[src/design/ffx_pkg.sv]
package ffx_pkg;

    localparam logic [7:0] FLAG_BYTE  = 8'h7e;
    localparam logic [7:0] ESC_BYTE   = 8'h7d;
    localparam logic [7:0] ESC_OF_ESC = 8'h01;
    localparam logic [7:0] ESC_OF_FLG = 8'h02;

    localparam int MAX_RESULTS = 6;
    localparam int CNT_W       = $clog2(MAX_RESULTS + 1);
    localparam int IDX_W       = $clog2(MAX_RESULTS);

    typedef struct packed {
        logic       two;
        logic [7:0] first;
        logic [7:0] second;
    } escape_t;

    typedef struct packed {
        logic [MAX_RESULTS-1:0][7:0] bytes;
        logic [CNT_W-1:0]            count;
        logic                        closes;
    } seq_t;

    function automatic escape_t escape_byte(input logic [7:0] b);
        escape_t e;
        e.two    = 1'b0;
        e.first  = b;
        e.second = 8'h00;
        if (b == ESC_BYTE)
        begin
            e.two    = 1'b1;
            e.first  = ESC_BYTE;
            e.second = ESC_OF_ESC;
        end
        else if (b == FLAG_BYTE)
        begin
            e.two    = 1'b1;
            e.first  = ESC_BYTE;
            e.second = ESC_OF_FLG;
        end
        return e;
    endfunction

endpackage

[src/design/ffx_expand.sv]
module ffx_expand (
    input  logic          clk,
    input  logic          rst_n,
    input  logic          s_tvalid,
    output logic          s_tready,
    input  logic [7:0]    s_tdata,   // data_byte
    input  logic          s_tlast,   // frame_end
    output logic          seq_valid,
    input  logic          seq_ready,
    output ffx_pkg::seq_t seq
);

    logic       item_valid_reg;
    logic [7:0] item_byte_reg;
    logic       item_end_reg;
    logic       inside_reg;
    logic [7:0] check_reg;
    logic [7:0] chk_next;
    logic       xfer;
    logic [ffx_pkg::CNT_W-1:0] n;
    ffx_pkg::escape_t e_data;
    ffx_pkg::escape_t e_chk;

    assign xfer      = item_valid_reg && seq_ready;
    assign s_tready  = !item_valid_reg || seq_ready;
    assign seq_valid = item_valid_reg;
    assign chk_next  = check_reg ^ item_byte_reg;

    always_comb
    begin
        e_data     = ffx_pkg::escape_byte(item_byte_reg);
        e_chk      = ffx_pkg::escape_byte(chk_next);
        seq        = '0;
        n          = '0;
        if (!inside_reg)
        begin
            seq.bytes[n[ffx_pkg::IDX_W-1:0]] = ffx_pkg::FLAG_BYTE;
            n = n + 1'b1;
        end
        seq.bytes[n[ffx_pkg::IDX_W-1:0]] = e_data.first;
        n = n + 1'b1;
        if (e_data.two)
        begin
            seq.bytes[n[ffx_pkg::IDX_W-1:0]] = e_data.second;
            n = n + 1'b1;
        end
        if (item_end_reg)
        begin
            seq.bytes[n[ffx_pkg::IDX_W-1:0]] = e_chk.first;
            n = n + 1'b1;
            if (e_chk.two)
            begin
                seq.bytes[n[ffx_pkg::IDX_W-1:0]] = e_chk.second;
                n = n + 1'b1;
            end
            seq.bytes[n[ffx_pkg::IDX_W-1:0]] = ffx_pkg::FLAG_BYTE;
            n = n + 1'b1;
            seq.closes = 1'b1;
        end
        seq.count = n;
    end

    always_ff @(posedge clk or negedge rst_n)
    begin
        if (!rst_n)
        begin
            item_valid_reg <= 1'b0;
            inside_reg     <= 1'b0;
            check_reg      <= 8'h00;
        end
        else
        begin
            if (s_tvalid && s_tready)
                item_valid_reg <= 1'b1;
            else if (xfer)
                item_valid_reg <= 1'b0;
            if (xfer)
            begin
                inside_reg <= !item_end_reg;
                check_reg  <= item_end_reg ? 8'h00 : chk_next;
            end
        end
    end

    always_ff @(posedge clk)
    begin
        if (s_tvalid && s_tready)
        begin
            item_byte_reg <= s_tdata;
            item_end_reg  <= s_tlast;
        end
    end

endmodule

[src/design/ffx_emit.sv]
module ffx_emit (
    input  logic          clk,
    input  logic          rst_n,
    input  logic          seq_valid,
    output logic          seq_ready,
    input  ffx_pkg::seq_t seq,
    output logic          m_tvalid,
    input  logic          m_tready,
    output logic [7:0]    m_tdata,   // out_byte
    output logic          m_tlast    // frame_last
);

    ffx_pkg::seq_t             seq_reg;
    logic [ffx_pkg::IDX_W-1:0] idx_reg;
    logic                      busy_reg;
    logic                      out_valid_reg;
    logic [7:0]                out_byte_reg;
    logic                      out_last_reg;
    logic                      load_ok;
    logic                      at_end;

    assign load_ok   = !out_valid_reg || m_tready;
    assign at_end    = ({1'b0, idx_reg} + 1'b1) == seq_reg.count;
    assign seq_ready = !busy_reg || (load_ok && at_end);
    assign m_tvalid  = out_valid_reg;
    assign m_tdata   = out_byte_reg;
    assign m_tlast   = out_last_reg;

    always_ff @(posedge clk or negedge rst_n)
    begin
        if (!rst_n)
        begin
            busy_reg      <= 1'b0;
            out_valid_reg <= 1'b0;
            idx_reg       <= '0;
        end
        else
        begin
            if (busy_reg && load_ok)
                out_valid_reg <= 1'b1;
            else if (m_tready)
                out_valid_reg <= 1'b0;
            if (seq_valid && seq_ready)
            begin
                busy_reg <= 1'b1;
                idx_reg  <= '0;
            end
            else if (busy_reg && load_ok)
            begin
                idx_reg <= idx_reg + 1'b1;
                if (at_end)
                    busy_reg <= 1'b0;
            end
        end
    end

    always_ff @(posedge clk)
    begin
        if (busy_reg && load_ok)
        begin
            out_byte_reg <= seq_reg.bytes[idx_reg];
            out_last_reg <= seq_reg.closes && at_end;
        end
        if (seq_valid && seq_ready)
            seq_reg <= seq;
    end

endmodule

[src/design/flag_framer_escape_xor_check.sv]
// An input item passes the expander's item register, the emitter's byte sequence
// register and its output register. Throughput: an input item produces 1 to 6 output
// bytes, one per cycle while m_tready is high; one-byte items then run every cycle.
// The emitter's byte sequence register and output register set the rate.
// Reset (rst_n, async, active low) empties all stages; the next item opens a new frame.
module flag_framer_escape_xor_check (
    input  logic       clk,
    input  logic       rst_n,
    input  logic       s_tvalid,
    output logic       s_tready,
    input  logic [7:0] s_tdata,   // data_byte
    input  logic       s_tlast,   // frame_end
    output logic       m_tvalid,
    input  logic       m_tready,
    output logic [7:0] m_tdata,   // out_byte
    output logic       m_tlast    // frame_last
);

    logic          seq_valid;
    logic          seq_ready;
    ffx_pkg::seq_t seq;

    ffx_expand u_expand (
        .clk       (clk),
        .rst_n     (rst_n),
        .s_tvalid  (s_tvalid),
        .s_tready  (s_tready),
        .s_tdata   (s_tdata),
        .s_tlast   (s_tlast),
        .seq_valid (seq_valid),
        .seq_ready (seq_ready),
        .seq       (seq)
    );

    ffx_emit u_emit (
        .clk       (clk),
        .rst_n     (rst_n),
        .seq_valid (seq_valid),
        .seq_ready (seq_ready),
        .seq       (seq),
        .m_tvalid  (m_tvalid),
        .m_tready  (m_tready),
        .m_tdata   (m_tdata),
        .m_tlast   (m_tlast)
    );

`ifndef SYNTH
    a_close_is_flag: assert property (@(posedge clk) disable iff (!rst_n)
        m_tvalid && m_tlast |-> m_tdata == ffx_pkg::FLAG_BYTE)
        else $error("closing byte is not the flag");

    a_seq_count: assert property (@(posedge clk) disable iff (!rst_n)
        seq_valid |-> seq.count != '0 && seq.count <= ffx_pkg::CNT_W'(ffx_pkg::MAX_RESULTS))
        else $error("byte sequence count out of range");

    a_seq_hold: assert property (@(posedge clk) disable iff (!rst_n)
        seq_valid && !seq_ready |=> seq_valid && $stable(seq))
        else $error("pending byte sequence changed");
`endif

endmodule
[config.mk]
export PLATFORM = sky130hd
export DESIGN_NAME = flag_framer_escape_xor_check
export DESIGN_NICKNAME = d
export VERILOG_FILES = /design/src/design/ffx_pkg.sv /design/src/design/ffx_expand.sv /design/src/design/ffx_emit.sv /design/src/design/flag_framer_escape_xor_check.sv
export SDC_FILE = /design/constraint.sdc
export NUM_CORES = 1
export LEC_CHECK = 0
export ABC_AREA = 1
export BUFFER_PORTS_ARGS = -buffer_cell sky130_fd_sc_hd__clkbuf_2
export CORE_UTILIZATION = 50
export CTS_BUF_LIST = sky130_fd_sc_hd__clkbuf_4 sky130_fd_sc_hd__clkbuf_8 sky130_fd_sc_hd__clkbuf_16
export CTS_CLUSTER_SIZE = 24
export DETAILED_ROUTE_END_ITERATION = 7
export GPL_TIMING_DRIVEN = 0
export PLACE_DENSITY = 0.71
export REMOVE_ABC_BUFFERS = 1
export SLEW_MARGIN = 20
export SYNTH_ARGS = -nofsm -noshare
export SYNTH_HDL_FRONTEND = slang
export SYNTH_SLANG_ARGS = --single-unit
[constraint.sdc]
create_clock -name clk -period 6.9 [get_ports clk]
set_input_delay 0 -clock clk [delete_from_list [all_inputs] [get_ports clk]]
set_output_delay 0 -clock clk [all_outputs]
set_load 0.03 [all_outputs]
# --- After elaboration in Yosys (flattened, before gate mapping) ---
# Index checks and enable logic that the tools add are counted.
totals:
  mem_count: 0
  wordCells: 108
  inputBits: 13
  mem_bits_ro: 0
  latch_bits: 0
  ff_bits: 85
  ram_bits: 0
  out_inout_bits: 11
op_classes:
  eq_ne: 5
  div_mod_pow: 0
  n_bitwise: 4
  n_shift: 0
  mux: 41
  n_lt_le_gt_ge: 11
  mul: 0
  add_sub_neg: 7
  n_reduce_logical: 22
op_table:
  columns: ["operator", "n"]
  rows:
  - ["$bwmux 48", 4]
  - ["$mux 48", 4]
  - ["$demux 8 s3", 5]
  - ["$mux 17", 4]
  - ["$mux 8", 7]
  - ["$or 36x36->36", 1]
  - ["$eq 8x7->1 const B", 4]
  - ["$bmux 8 s3", 1]
  - ["$lt 3x4->1 const B", 5]
  - ["$mux 3", 6]
  - ["$add 3x1->3 const B", 5]
  - ["$and 12x12->12", 1]
  - ["$ge 3x1->1 const B", 4]
  - ["$not 12->12", 1]
  - ["$logic_and 1x1->1", 10]
  - ["$mux 1", 9]
  - ["$reduce_bool 2->1", 4]
  - ["$xor 8x8->8", 1]
  - ["$mux 7", 1]
  - ["$add 3x1->4 const B", 1]
  - ["$eq 4x3->1", 1]
  - ["$logic_not 1->1", 4]
  - ["$lt 1x4->1 const B", 1]
  - ["$logic_or 1x1->1", 3]
  - ["3 further kinds", 3]

# --- Logic depth before layout (Yosys ltp) ---
logic_depth:
  word_depth: 15
  ltp_mapped: 15
  depth_no_buf: 15

# --- Modules after synthesis ---
# From an unflattened synthesis, not the netlist that was laid out.
hier_totals:
  hier_cells: 572
  area_unflattened_um2: 4973.5
by_module_without_submodules:
  columns: ["mod", "seq_area_each_um2", "cells_each", "instances", "area_each_um2"]
  rows:
  - ["ffx_emit", 1956.9, 190, 1, 2610.0]
  - ["ffx_expand", 520.5, 382, 1, 2363.5]

# --- Worst setup path after synthesis ---
# OpenSTA, ideal clock, no wires.
synth_path:
  path_kind: "register to register"
  start: "register u_emit.idx_reg[0] in the netlist's numbering"
  end: "register u_emit.seq_reg[0] in the netlist's numbering, enable pin"
  required_time_ns: 6.439
  slack_ns: 3.121
  t_arrival_ns: 3.318
  stages_incl_launch_ff: 6
  cell_sequence: "dfrtp_1 ha_1 xor2_1 a21oi_1 nand3_2 a21oi_1"
synth_via:
  elab_chain_cells: 5
synth_rtl:
  columns: ["element", "line", "source"]
  rows:
  - ["start: declaration", "ffx_emit.sv:14", "logic [ffx_pkg::IDX_W-1:0] idx_reg;"]
  - ["start signal: assignment", "ffx_emit.sv:50", "idx_reg <= idx_reg + 1'b1;"]
  - ["$add 3x1->4", "ffx_emit.sv:23", "assign at_end = ({1'b0, idx_reg} + 1'b1) == seq_reg.count;"]
  - ["$eq 4x3->1", "ffx_emit.sv:23", null]
  - ["$logic_and 1x1->1", "ffx_emit.sv:24", "assign seq_ready = !busy_reg || (load_ok && at_end);"]
  - ["$logic_or 1x1->1", "ffx_emit.sv:24", null]
  - ["$logic_and 1x1->1", null, null]
  - ["via u_expand.xfer", "ffx_expand.sv:19", "logic xfer;"]
  - ["end signal: assignment", "ffx_emit.sv:65", "seq_reg <= seq;"]
  - ["end: declaration", "ffx_emit.sv:13", "ffx_pkg::seq_t seq_reg;"]
# The timed path passes the listed nets, and every way through them passes these cells.
# A chain may end at the register's enable or synchronous reset.

# --- Final worst setup path ---
layout_path:
  start: "register u_emit.idx_reg[0] in the netlist's numbering"
  end: "register u_emit.seq_reg[50] in the netlist's numbering, enable pin"
# The elaborated chain is that of the path after synthesis.

==> out/summary.md <==
The flow ran to the end, and the final reports show no timing, DRC or antenna violations. The worst setup path is launched from a flop. For the final routed wirelength across all metal layers, the log shows 8070 um.

The number of global-route vias before repair was 2,927. After floorplanning, the core was divided into 32 placement rows. The layout cell share with drive strength beyond 1 came out at 0.154. The library cells used most frequently in the layout, excluding fill and tap cells, are nand2_1 (118), edfxtp_1 (60), inv_1 (58), nor2_1 (26), clkbuf_2 (23). The overall power of the completed layout was 2060 uW.

Traced cell by cell, the critical path runs through inv_2 > nor2_1 > o21ai_1 > a21oi_1 > nand3_2 > a21oi_4 > buf_16. The number of setup violations in the final report is 0. The number of antenna diodes in the final layout is 0. After synthesis, the netlist uses 35 different library cells.

After clock tree synthesis, the clock-pin slew on the worst setup and hold paths is 80 ps. The number of H-tree levels is 3, and the maximum achievable frequency is 327 MHz. The library cell used most frequently in the layout, excluding fill and tap cells, is nand2_1. The run gives 0.542 as the fraction of the yosys area taken by sequential cells. The run gives 0 as the overflow left after global routing.

Among all stages on the critical path, the largest delay is contributed by dfrtp_1. In this run the remaining antenna-violating nets after routing total 0. The boundary pin count was 24. The worst register-to-register path ends at u_emit.seq_reg[50]$_SDFFCE_PN0P_. The kind of path behind the tightest hold check is primary input to async pin. The critical path endpoint category is a flop.

The clock group share of total power is 0.166. Dividing total power by cell area gives a power density of 453 nW/um2. TritonCTS built the clock tree.

Number of failing hold endpoints at the final stage: 0. The congestion estimate from routability-driven global placement came to 0.943. The growth of design area from synthesis to finish was 13.3%. The initial antenna violation count was 0; the number of pins with negative max-slew slack in the final report was 0. Setup slack on the worst reg-to-reg path comes out at 3840 ps.

The tools report the quantity of gates resized following cts as 0. Total negative slack for setup checks: 0 ps. The final net count was 498.

Full die area: 8400 um2. Data required time of the worst path: 6960 ps. Setup repair after global routing left no endpoint under its margin. The number of I/O port buffers works out to 23. The setup path with the least slack is of type flop to flop.

The sequential cell fraction of total power came out at 0.407. For the pin with the worst max-slew slack, the measured transition is 1000 ps. From left edge to right edge, the die measures 91.6 um. The first detailed-routing pass ran for 4 iterations. The run gives 350 ps as the source-to-sink clock delay at the later pin of the worst-skew pair.

For this run, design rule violations remaining after detail routing come to 0. The first global-routing pass estimated 13,800 um of wire. In this run the cell area measured after placement is 4230 um2. For the placed wire-length estimate, the log shows 5820 um.

For the worst setup path, the data arrival time is 3120 ps. The largest vdd supply drop is 194 uV, and the die outline height is 91.6 um. The run gives 0.427 as the share of total power in combinational logic. For this block, the via count after detailed routing is 3,054.

The number of flip-flops in the largest register came out at 42. The total CTS buffers is 9. Total global-route track usage: 0.212. Once layout is done, the placed cells without fillers occupy 4550 um2. The switching fraction of total power was 0.426; the highest cell delay on the worst timing path was 820 ps. The initial core utilization came out at 0.517. Together, buffers and inverters on the worst path number 2.

The tools report the cell chosen for the clock root as clkbuf_8. The final worst-path cycle share came out at 0.444. The clock period minus final worst setup slack is 3060 ps, and the pin count of the biggest net entering global routing is 30.

The internal portion of the total power is 1180 uW. Counting flops and latches in the post-synthesis netlist gives 75. The max-slew headroom at the worst pin is 0.334, and the via density per instance is 5.25.

The startpoint of the worst-slack reg-to-reg timing path was u_emit.idx_reg[0]$_DFFE_PN0P_. The analysis attributes to net switching a power of 877 uW. The layout has 688 filler cells. The tools report the max capacitance violation total as 0. The count of yosys warnings during synthesis is 0. In this run, the number of DRC markers left after iteration 0 of detailed routing was 204.

The gate family responsible for the most delay along the worst path was compound AO/OA/AOI/OAI gates. The analysis attributes to cell leakage a power of 0.00199 uW. Synthesis produced a netlist whose cell count is 441. Averaged over all synthesized cells, the footprint is 9.11 um2. The top fanout value on the critical path is 24. The final standard cell utilization of the core was 0.586; the average wire per standard cell was 13.9 um. The mapped netlist covers 4020 um2.

The floorplan core area is 7770 um2. The worst register-to-register path has a depth of 7. Clock skew on the completed layout was measured at 8.96 ps.

In this run the deepest clock path goes through 2 buffers. Number of sinks driven by the clock tree: 75.
==> layer usage <==
| layer | global-route usage | vias to the layer above | part of all wire |
|---|---|---|---|
| li1 | - | 1543 | - |
| met1 | 0.269 | 1416 | 0.44 |
| met2 | 0.362 | 84 | 0.49 |
| met3 | 0.0348 | 11 | 0.050 |
| met4 | 0.0886 | 0 | 0.016 |
| met5 | 0 | - | 0 |
==> synthesized netlist by cell type, drive strengths merged <==
| cell type | instances | share of area |
|---|---|---|
| buf | 7 | 0.011 |
| edfxtp | 60 | 0.45 |
| o22ai | 8 | 0.012 |
| nand2 | 131 | 0.13 |
| nor3 | 7 | 0.010 |
| a21oi | 20 | 0.025 |
| a22oi | 2 | 0.0037 |
| inv | 62 | 0.058 |
| clkbuf | 6 | 0.0056 |
| nand4 | 4 | 0.0062 |
| a31oi | 1 | 0.0016 |
| o21a | 1 | 0.0019 |
| dfrtp | 15 | 0.093 |
| nand3 | 20 | 0.029 |
| ha | 10 | 0.031 |
| o21ai | 46 | 0.066 |
| nor2 | 30 | 0.034 |
| a221o | 5 | 0.012 |
| xor2 | 1 | 0.0022 |
| and3 | 1 | 0.0016 |
| xnor2 | 2 | 0.0090 |
| nor4 | 2 | 0.0031 |
==> worst max path at each step <==
stage,depth (start not counted),slack [ps],endpoint,from
4_1_cts,7,3780,u_emit.seq_reg[50]$_SDFFCE_PN0P_,u_emit.idx_reg[0]$_DFFE_PN0P_
2_1_floorplan,5,2890,u_emit.seq_reg[0]$_DFFE_PP_,u_emit.idx_reg[0]$_DFFE_PN0P_
5_1_grt,7,3520,u_emit.seq_reg[50]$_SDFFCE_PN0P_,u_emit.idx_reg[0]$_DFFE_PN0P_
3_3_place_gp,6,1670,u_emit.seq_reg[28]$_SDFFCE_PN0P_,u_emit.idx_reg[0]$_DFFE_PN0P_
3_5_place_dp,7,3800,u_emit.seq_reg[44]$_SDFFCE_PN0P_,u_emit.idx_reg[0]$_DFFE_PN0P_
6_report,7,3840,u_emit.seq_reg[50]$_SDFFCE_PN0P_,u_emit.idx_reg[0]$_DFFE_PN0P_
==> logic make-up after synthesis <==
logic type	after synthesis	synth area share
compound gates	83	0.123
flops	75	0.542
xor+xnor	3	0.0112
buf+inv	75	0.0744
simple gates	195	0.219
fa+ha+maj	10	0.0311
==> power groups by stage <==
stage                     logic (uW)  clock network (uW)  registers [uW]
after floorplan                  607                   0             877
after global placement           832                   0             852
after detailed placement         877                   0             849
after CTS                        886                 348             839
after global routing            1000                 368             858
final                            881                 342             838
==> per-stage QoR <==
| stage | cells | hold slack, ps | worst slack (ps) |
|---|---|---|---|
| 2_1_floorplan | 428 | -296 | 2890 |
| 3_3_place_gp | 553 | -35.3 | 1670 |
| 3_5_place_dp | 554 | -34.1 | 3800 |
| 4_1_cts | 582 | 116 | 3780 |
| 5_1_grt | 582 | 143 | 3520 |
| 6_report | 582 | 119 | 3840 |
==> what timing repair did <==
| item | in CTS | in global routing |
|---|---|---|
| hold buffers | 12 | 0 |
| buffers inserted | 0 | 0 |
| endpoints found under the hold margin | 26 | 0 |
==> area by class of cell <==
cell class / instances / area, um2 / share of cell area
Clock buffer: 10 / 138 / 0.0302
Clock inverter: 6 / 62.6 / 0.0137
Inverter: 62 / 233 / 0.0511
Multi-Input combinational cell: 291 / 1550 / 0.341
Sequential cell: 75 / 2180 / 0.478
Tap cell: 102 / 128 / 0.0280
Timing Repair Buffer: 36 / 263 / 0.0577
==> worst register-to-register path, delay by kind of cell, from the launching register on <==
family,cells,cell delay [ps]
DFF,1,820
buffers and inverters,2,610
and+or+nand+nor,2,370
AOI/OAI and AO/OA,3,960
Note: power is estimated with default switching activity, not from simulation.
